==> src/rtl/core/cifp_pkg.sv <==
`timescale 1ns / 1ps
`default_nettype none
// ----------------------------------------------------------------------------
// cifp_pkg
// Types and constants shared by the instruction flow predecoder modules.
// ----------------------------------------------------------------------------
package cifp_pkg;

    localparam int ADDR_BITS = 12;
    localparam int WORD_BITS = 10;
    localparam int SEL_BITS  = 4;

    // Flow kinds reported with every result item.
    localparam logic [2:0] FK_NONE     = 3'd0;
    localparam logic [2:0] FK_GOTO     = 3'd1;
    localparam logic [2:0] FK_KEYCODE  = 3'd2;
    localparam logic [2:0] FK_COMPUTED = 3'd3;
    localparam logic [2:0] FK_COND     = 3'd4;
    localparam logic [2:0] FK_CALL     = 3'd5;
    localparam logic [2:0] FK_RETURN   = 3'd6;
    localparam logic [2:0] FK_BANKSW   = 3'd7;

    // Instruction length codes.
    localparam logic [1:0] LEN_ONE = 2'd1;
    localparam logic [1:0] LEN_TWO = 2'd2;

    // State carried from one instruction to the next.
    typedef struct packed {
        logic                carry_clear_known;
        logic                select_pending;
        logic [SEL_BITS-1:0] select_high_bits;
    } t_flow_state;

    // One decoded result item.
    typedef struct packed {
        logic [ADDR_BITS-1:0] next_addr;
        logic [1:0]           insn_length;
        logic                 dest_bank;
        logic [ADDR_BITS-1:0] dest_addr;
        logic [2:0]           flow_kind;
    } t_result;

endpackage

`default_nettype wire

==> src/rtl/core/calc_insn_flow_predecoder.sv <==
`timescale 1ns / 1ps
`default_nettype none
// ----------------------------------------------------------------------------
// calc_insn_flow_predecoder
// Control-flow predecoder for a 10-bit calculator instruction set.
// ----------------------------------------------------------------------------
//
// Channel  Direction  tdata fields (lowest bit first)
// s_axis   in         first_word[9:0], second_word[19:10], word_addr[31:20],
//                     bank[32], zero pad [39:33]
// m_axis   out        flow_kind[2:0], dest_addr[14:3], dest_bank[15],
//                     insn_length[17:16], next_addr[29:18], zero pad [31:30]
//
// Each item is captured in an input register, decoded by one level of
// shallow table logic and two 12-bit adds, and lands in the result register.
// One new item is accepted every cycle while the output side takes results.
// The flow state (carry known clear, pending delayed select) is updated as an
// item moves into the result register, which keeps items in strict order.
// Reset is synchronous and active low; it clears the valid flags and the flow
// state. A stall on the output holds both registers and drops s_axis_tready
// only once the input register is also occupied.
//
module calc_insn_flow_predecoder
    import cifp_pkg::*;
(
    input  wire logic        i_clk,
    input  wire logic        i_rst_n,
    input  wire logic        s_axis_tvalid,
    output logic             s_axis_tready,
    // first_word, second_word, word_addr, bank, zero pad
    input  wire logic [39:0] s_axis_tdata,
    output logic             m_axis_tvalid,
    input  wire logic        m_axis_tready,
    // flow_kind, dest_addr, dest_bank, insn_length, next_addr, zero pad
    output logic [31:0]      m_axis_tdata
);

    // Input stage.
    logic                 r_in_valid;
    logic [WORD_BITS-1:0] r_first_word;
    logic [WORD_BITS-1:0] r_second_word;
    logic [ADDR_BITS-1:0] r_word_addr;
    logic                 r_bank;

    // Result stage and flow state.
    logic                 r_out_valid;
    t_result              r_result;
    t_flow_state          r_state;

    t_result              w_res;
    t_flow_state          n_state;
    logic                 w_advance;
    logic                 w_accept;

    // The decoded item moves on when the result register is free or drains now.
    assign w_advance     = r_in_valid && (!r_out_valid || m_axis_tready);
    assign s_axis_tready = !r_in_valid || w_advance;
    assign w_accept      = s_axis_tvalid && s_axis_tready;

    cifp_decode u_decode (
        .i_first_word  (r_first_word),
        .i_second_word (r_second_word),
        .i_word_addr   (r_word_addr),
        .i_bank        (r_bank),
        .i_state       (r_state),
        .o_result      (w_res),
        .o_state       (n_state)
    );

    always_ff @(posedge i_clk) begin
        if (!i_rst_n) begin
            r_in_valid  <= 1'b0;
            r_out_valid <= 1'b0;
            r_state     <= '0;
        end else begin
            if (w_accept) begin
                r_in_valid <= 1'b1;
            end else if (w_advance) begin
                r_in_valid <= 1'b0;
            end
            if (w_advance) begin
                r_out_valid <= 1'b1;
                r_state     <= n_state;
            end else if (m_axis_tready) begin
                r_out_valid <= 1'b0;
            end
        end
    end

    // Payload registers carry no reset.
    always_ff @(posedge i_clk) begin
        if (w_accept) begin
            r_first_word  <= s_axis_tdata[9:0];
            r_second_word <= s_axis_tdata[19:10];
            r_word_addr   <= s_axis_tdata[31:20];
            r_bank        <= s_axis_tdata[32];
        end
        if (w_advance) begin
            r_result <= w_res;
        end
    end

    assign m_axis_tvalid = r_out_valid;
    assign m_axis_tdata  = {2'b00, r_result};

`ifndef SYNTHESIS
    // Every result reports a length of one or two words.
    a_len_range: assert property (@(posedge i_clk) disable iff (!i_rst_n)
        r_out_valid |-> (r_result.insn_length == LEN_ONE
                         || r_result.insn_length == LEN_TWO))
        else $error("insn_length out of range");

    // A pending select never lets an instruction pass as no flow.
    a_sel_flow: assert property (@(posedge i_clk) disable iff (!i_rst_n)
        (w_advance && r_state.select_pending) |-> (w_res.flow_kind != FK_NONE))
        else $error("pending select produced flow kind none");

    // A delayed select instruction leaves the select pending for the next item.
    a_sel_arm: assert property (@(posedge i_clk) disable iff (!i_rst_n)
        (w_advance && n_state.select_pending) |=> r_state.select_pending)
        else $error("delayed select was not recorded");

    // The input side is ready whenever its register is empty.
    a_ready_empty: assert property (@(posedge i_clk) disable iff (!i_rst_n)
        !r_in_valid |-> s_axis_tready)
        else $error("input stalled while empty");
`endif

endmodule

`default_nettype wire

==> src/rtl/core/cifp_decode.sv <==
`timescale 1ns / 1ps
`default_nettype none
// ----------------------------------------------------------------------------
// cifp_decode
// Combinational flow decode of one instruction and the next flow state.
// ----------------------------------------------------------------------------
module cifp_decode
    import cifp_pkg::*;
(
    input  wire logic [WORD_BITS-1:0] i_first_word,
    input  wire logic [WORD_BITS-1:0] i_second_word,
    input  wire logic [ADDR_BITS-1:0] i_word_addr,
    input  wire logic                 i_bank,
    input  wire t_flow_state          i_state,
    output t_result                   o_result,
    output t_flow_state               o_state
);

    // Misc subtable instruction codes (bits 5..2 of a class-zero word).
    localparam logic [3:0] MI_FLOW_A  = 4'd4;
    localparam logic [3:0] MI_COND_5  = 4'd5;
    localparam logic [3:0] MI_COND_7  = 4'd7;
    localparam logic [3:0] MI_GOTO    = 4'd8;
    localparam logic [3:0] MI_COND_9  = 4'd9;
    localparam logic [3:0] MI_COND_11 = 4'd11;
    localparam logic [3:0] MI_FLOW_B  = 4'd12;
    localparam logic [3:0] MI_DELSEL  = 4'd13;

    localparam logic [1:0] CL_MISC  = 2'd0;
    localparam logic [1:0] CL_CALL  = 2'd1;
    localparam logic [1:0] CL_ARITH = 2'd2;
    localparam logic [1:0] CL_BRNC  = 2'd3;

    logic [ADDR_BITS-1:0] w_addr1;
    logic [ADDR_BITS-1:0] w_addr2;
    logic [3:0]           w_inst;
    logic [3:0]           w_arg;
    logic [4:0]           w_op;
    logic                 w_sets_carry;
    logic                 w_is_test;
    logic                 w_two_word;
    logic [2:0]           w_flow;
    logic [ADDR_BITS-1:0] w_target;
    logic [2:0]           w_flow_one;
    logic [ADDR_BITS-1:0] w_target_one;

    assign w_addr1 = i_word_addr + ADDR_BITS'(1);
    assign w_addr2 = i_word_addr + ADDR_BITS'(2);
    assign w_inst  = i_first_word[5:2];
    assign w_arg   = i_first_word[9:6];
    assign w_op    = i_first_word[9:5];

    // Arithmetic ops that may change the carry, and the two-word tests.
    assign w_sets_carry = ((w_op >= 5'd9) && (w_op <= 5'd13)) || (w_op == 5'd15)
                       || ((w_op >= 5'd16) && (w_op <= 5'd21)) || (w_op == 5'd28);
    assign w_is_test    = (w_op >= 5'd22) && (w_op <= 5'd27);

    // Two-word forms: arithmetic tests, and misc codes 5, 7, 9 and 11.
    always_comb begin
        if (i_first_word[0]) begin
            w_two_word = 1'b0;
        end else if (i_first_word[1]) begin
            w_two_word = w_is_test;
        end else begin
            w_two_word = i_first_word[2] && (w_inst >= MI_COND_5) && (w_inst <= MI_COND_11);
        end
    end

    always_comb begin
        w_flow_one         = FK_NONE;
        w_target_one       = '0;
        o_state.carry_clear_known = 1'b1;
        o_state.select_pending    = 1'b0;
        o_state.select_high_bits  = '0;
        unique case (i_first_word[1:0])
            CL_MISC: begin
                unique case (w_inst)
                    MI_FLOW_A: begin
                        if (w_arg == 4'd0) begin
                            w_flow_one = FK_KEYCODE;
                        end else if (w_arg == 4'd2) begin
                            w_flow_one = FK_COMPUTED;
                        end else if (w_arg == 4'd8) begin
                            w_flow_one = FK_RETURN;
                        end
                    end
                    MI_FLOW_B: begin
                        if (w_arg == 4'd8) begin
                            w_flow_one = FK_BANKSW;
                        end else if (w_arg == 4'd12) begin
                            w_flow_one = FK_RETURN;
                        end
                    end
                    MI_COND_5, MI_COND_7, MI_COND_9, MI_COND_11: begin
                        w_flow_one = FK_COND;
                    end
                    MI_GOTO: begin
                        w_flow_one   = FK_GOTO;
                        w_target_one = {w_arg, w_addr1[7:0]};
                    end
                    MI_DELSEL: begin
                        o_state.select_pending   = 1'b1;
                        o_state.select_high_bits = w_arg;
                    end
                    default: begin
                    end
                endcase
            end
            CL_CALL: begin
                w_flow_one   = FK_CALL;
                w_target_one = {w_addr1[11:8], i_first_word[9:2]};
            end
            CL_ARITH: begin
                o_state.carry_clear_known = !w_sets_carry;
            end
            CL_BRNC: begin
                w_flow_one   = i_state.carry_clear_known ? FK_GOTO : FK_COND;
                w_target_one = {w_addr1[11:8], i_first_word[9:2]};
            end
            default: begin
            end
        endcase
    end

    // Two-word forms override the one-word decode.
    assign w_flow   = w_two_word ? FK_COND : w_flow_one;
    assign w_target = w_two_word ? {w_addr2[11:10], i_second_word} : w_target_one;

    // A pending delayed select forces the high target bits and turns no flow into a goto.
    always_comb begin
        o_result.flow_kind = w_flow;
        o_result.dest_addr = w_target;
        if (i_state.select_pending) begin
            if (w_flow == FK_NONE) begin
                o_result.flow_kind = FK_GOTO;
            end
            o_result.dest_addr = {i_state.select_high_bits, w_target[7:0]};
        end
        o_result.dest_bank   = i_bank;
        o_result.insn_length = w_two_word ? LEN_TWO : LEN_ONE;
        o_result.next_addr   = w_two_word ? w_addr2 : w_addr1;
    end

endmodule

`default_nettype wire
==> config.mk <==
export PLATFORM = sky130hd
export DESIGN_NAME = calc_insn_flow_predecoder
export DESIGN_NICKNAME = d
export VERILOG_FILES = /design/src/rtl/core/cifp_pkg.sv /design/src/rtl/core/calc_insn_flow_predecoder.sv /design/src/rtl/core/cifp_decode.sv
export SDC_FILE = /design/constraint.sdc
export NUM_CORES = 1
export LEC_CHECK = 0
export BUFFER_PORTS_ARGS = -buffer_cell sky130_fd_sc_hd__buf_2
export CAP_MARGIN = 20
export CELL_PAD_IN_SITES_DETAIL_PLACEMENT = 2
export CELL_PAD_IN_SITES_GLOBAL_PLACEMENT = 2
export CORE_UTILIZATION = 39
export CTS_BUF_LIST = sky130_fd_sc_hd__clkbuf_4 sky130_fd_sc_hd__clkbuf_8
export DETAILED_ROUTE_END_ITERATION = 8
export HOLD_SLACK_MARGIN = 0.06
export PLACE_DENSITY = 0.84
export REMOVE_ABC_BUFFERS = 1
export SLEW_MARGIN = 20
export SYNTH_ARGS = -nofsm -noshare
export SYNTH_HDL_FRONTEND = slang
export SYNTH_SLANG_ARGS = --single-unit
==> constraint.sdc <==
create_clock -name i_clk -period 3.6 [get_ports i_clk]
set_input_delay 0.72 -clock i_clk [delete_from_list [all_inputs] [get_ports i_clk]]
set_output_delay 0.72 -clock i_clk [all_outputs]
set_load 0.005 [all_outputs]
==> out/results.tsv <==
stage	metric	value	unit
outcome	outcome	finished, final reports clean	
yosys	synth.distinct_cells	48	
cts	holdBufCountCts	0	
global_routing	grt_pass1_wl	12900	um
yosys	yosys-top-cells-count	63 x edfxtp_1, 15 x nand2_1, 14 x nor2_1, 14 x xnor2_1, 11 x nor2b_1	
placed_design	dpl.hpwl	5550	um
placed_design	io_buffers	68	
routing	drt_iter0_markers	84	
floorplan	die_h	92.8	um
critical_path	critPathCaptureType	flip-flop	
yosys	syn_inst	242	
routing	dr_total_vias	2257	
cts	postCtsSetupBuffers	0	
cts	cts_tree	yes	
routing	drc_errors	0	
yosys	yosysTopAreaCellShare	58.8	%
power	finalPower	1.77	mW
critical_path	cp_top_family	flip-flops	
worst_hold_path	holdCritPathClass	flip-flop to flip-flop	
yosys	ys_ff_latch	71	
routing	dr.pass1.iters	4	
critical_path	path_max_fanout	29	
yosys	synth-adder-area-share	0.778	%
routing	totalWireLength	8130	um
sta	min_period_over_period	66.2	%
finish	final_cell_count_no_fill	414	
global_routing	overflow	0	
sta	rsz0062_at_grt	no	
critical_path	required	3690	ps
global_routing	grt_antenna_before_repair	0	
finish	drive_above_1_share	29.5	%
yosys	synth_warnings	0	
sta	setup_viol	0	
cts	h-tree-depth	3	
critical_path	worstPathArrival	2470	ps
critical_path	crit_slowest_cell	edfxtp_1	
global_routing	grt_max_degree	34	
power	powerDensity	466	nW/um2
sta	clock_skew	12.7	ps
cts	cts_buffers	9	
yosys	synth.area.mux_share	2.53	%
power	ir_worst_vdd	0.224	mV
floorplan	rows	32	
sta	relSlewSlack	46.2	%
cts	clkTransAtPathRegs	80	ps
sta	finalSetupTns	0	ps
sta	whs	428	ps
routing	ant_nets	0	
sta	layout_setup_ws	1220	ps
critical_path	path_class	flip-flop to flip-flop	
power	p_leak	1.38	nW
cts	ctsResizeCount	0	
yosys	yosysMostFrequentCell	edfxtp_1	
yosys	syn-cell-area	3220	um2
yosys	synth_top_family_by_area	simple AND/OR/NAND/NOR gates	
finish	syn_to_final_growth	18.1	%
global_routing	grt_pass1_vias	2440	
placed_design	dpl.cell_count	399	
placed_design	dp_slack	1140	ps
finish	final_nets	354	
floorplan	core-area	7850	um2
critical_path	worstPathCellList	nor2_1 > nand3_1 > o31ai_4 > buf_4 > mux2i_1 > xor2_1	
critical_path	slowest_delay	720	ps
floorplan	top_level_ports	78	
cts	clockBufferDepth	2	
placed_design	globalplace.congestion	0.822	
sta	layout_min_cycle_time	2380	ps
cts	root_buffer	clkbuf_8	
yosys	yosys.area.top_type	edfxtp_1	
cts	insertion_delay	360	ps
sta	final_hold_viol_count	0	
routing	routedWlPerCell	19.6	um
flow_run	drv_cap	0	
yosys	synth_edf_count	63	
sta	report.final.slew_viol_count	0	
yosys	synth_area_leaders	edfxtp_1 59%, dfxtp_1 5.0%, xnor2_1 3.8%	
critical_path	critical_path_buf_inv_count	1	
cts	cts_sinks	71	
yosys	synthFlopType	edfxtp_1	
sta	fmax	420	MHz
yosys	yosys.area_share.simple	12.4	%
critical_path	start_kind	flip-flop	
yosys	syn_avg_cell_area	13.3	um2
floorplan	dieArea	8610	um2
finish	diodes	0	
yosys	synthArstFlopShare	0	%
yosys	synth_compound_area_share	10.1	%
finish	fillers	808	
yosys	synth_xor_area_share	5.99	%
routing	avgViaCountPerCell	5.45	
floorplan	fp.dieW	92.8	um
global_routing	track_usage	20.6	%
floorplan	start_util	41.0	%
sta	tightestPinTransition	806	ps
yosys	yosysSeqAreaShare	63.8	%
[state kept, by name, indices dropped and copies added (netlist names)]
name           flops
r_word_addr       12
r_in_valid         1
r_bank             1
r_state            6
m_axis_tdata      30
r_first_word      10
m_axis_tvalid      1
r_second_word     10
[report_power, final]
part	internal, mW	total [mW]	switching (mW)
clock	0.320	0.637	0.317
combinational	0.0644	0.141	0.0771
sequential	0.949	0.993	0.0440
[metal layers]
metal	up-vias	track usage (%)	share of wire, %
li1	1036	-	-
met1	1136	25.5	42
met2	69	34.6	51
met3	16	5.34	5.1
met4	0	7.82	1.9
met5	-	0	0
[through the flow]
step | instance area (um2) | utilization [%]
floorplan | 3110 | -
global placement | 3600 | 45.9
detailed placement | 3600 | 45.9
CTS | 3800 | 48.4
global route | 3800 | 48.4
finish | 3800 | 48.4
[final cells by class]
cell class	instances	area (um2)	share of cell area [%]
clock inverters	6	70.1	1.84
repair buffers	71	363	9.55
multi-input cells	146	1030	27.1
flip-flops and latches	71	2050	54.0
inverters	9	33.8	0.889
clock buffers	9	124	3.26
well taps	102	128	3.36
[worst paths after layout]
path	start	end	slack, ps	depth (start not counted)
setup / recovery	r_first_word[0]	m_axis_tdata[28]	1220	6
setup reg to reg	r_first_word[0]	m_axis_tdata[28]	1220	6
hold / removal	r_bank	m_axis_tdata[15]	430	0
hold reg to reg	r_bank	m_axis_tdata[15]	430	0
[placed cells by master, fill, tap and decap left out, drive strengths merged, types with 3 or more instances in the layout]
master and instances:
clkinvlp 3, a22oi 4, buf 71, nand2b 4
clkbuf 9, nand3 5, edfxtp 63, a21oi 10
a221o 7, xor2 8, dfxtp 8, nor3b 3
mux2i 7, nand2 15, o21ai 5, inv 11
nand4 5, nor2 14, nor2b 11, xnor2 14
a222oi 4
[logic make-up after synthesis]
family / after synthesis
and+or+nand+nor: 71
DFF: 71
buffers and inverters: 26
AOI/OAI and AO/OA: 41
muxes: 8
other: 1
adders and majority gates: 2
xor gates and xnor gates: 22
Note: power is estimated with default switching activity, not from simulation.
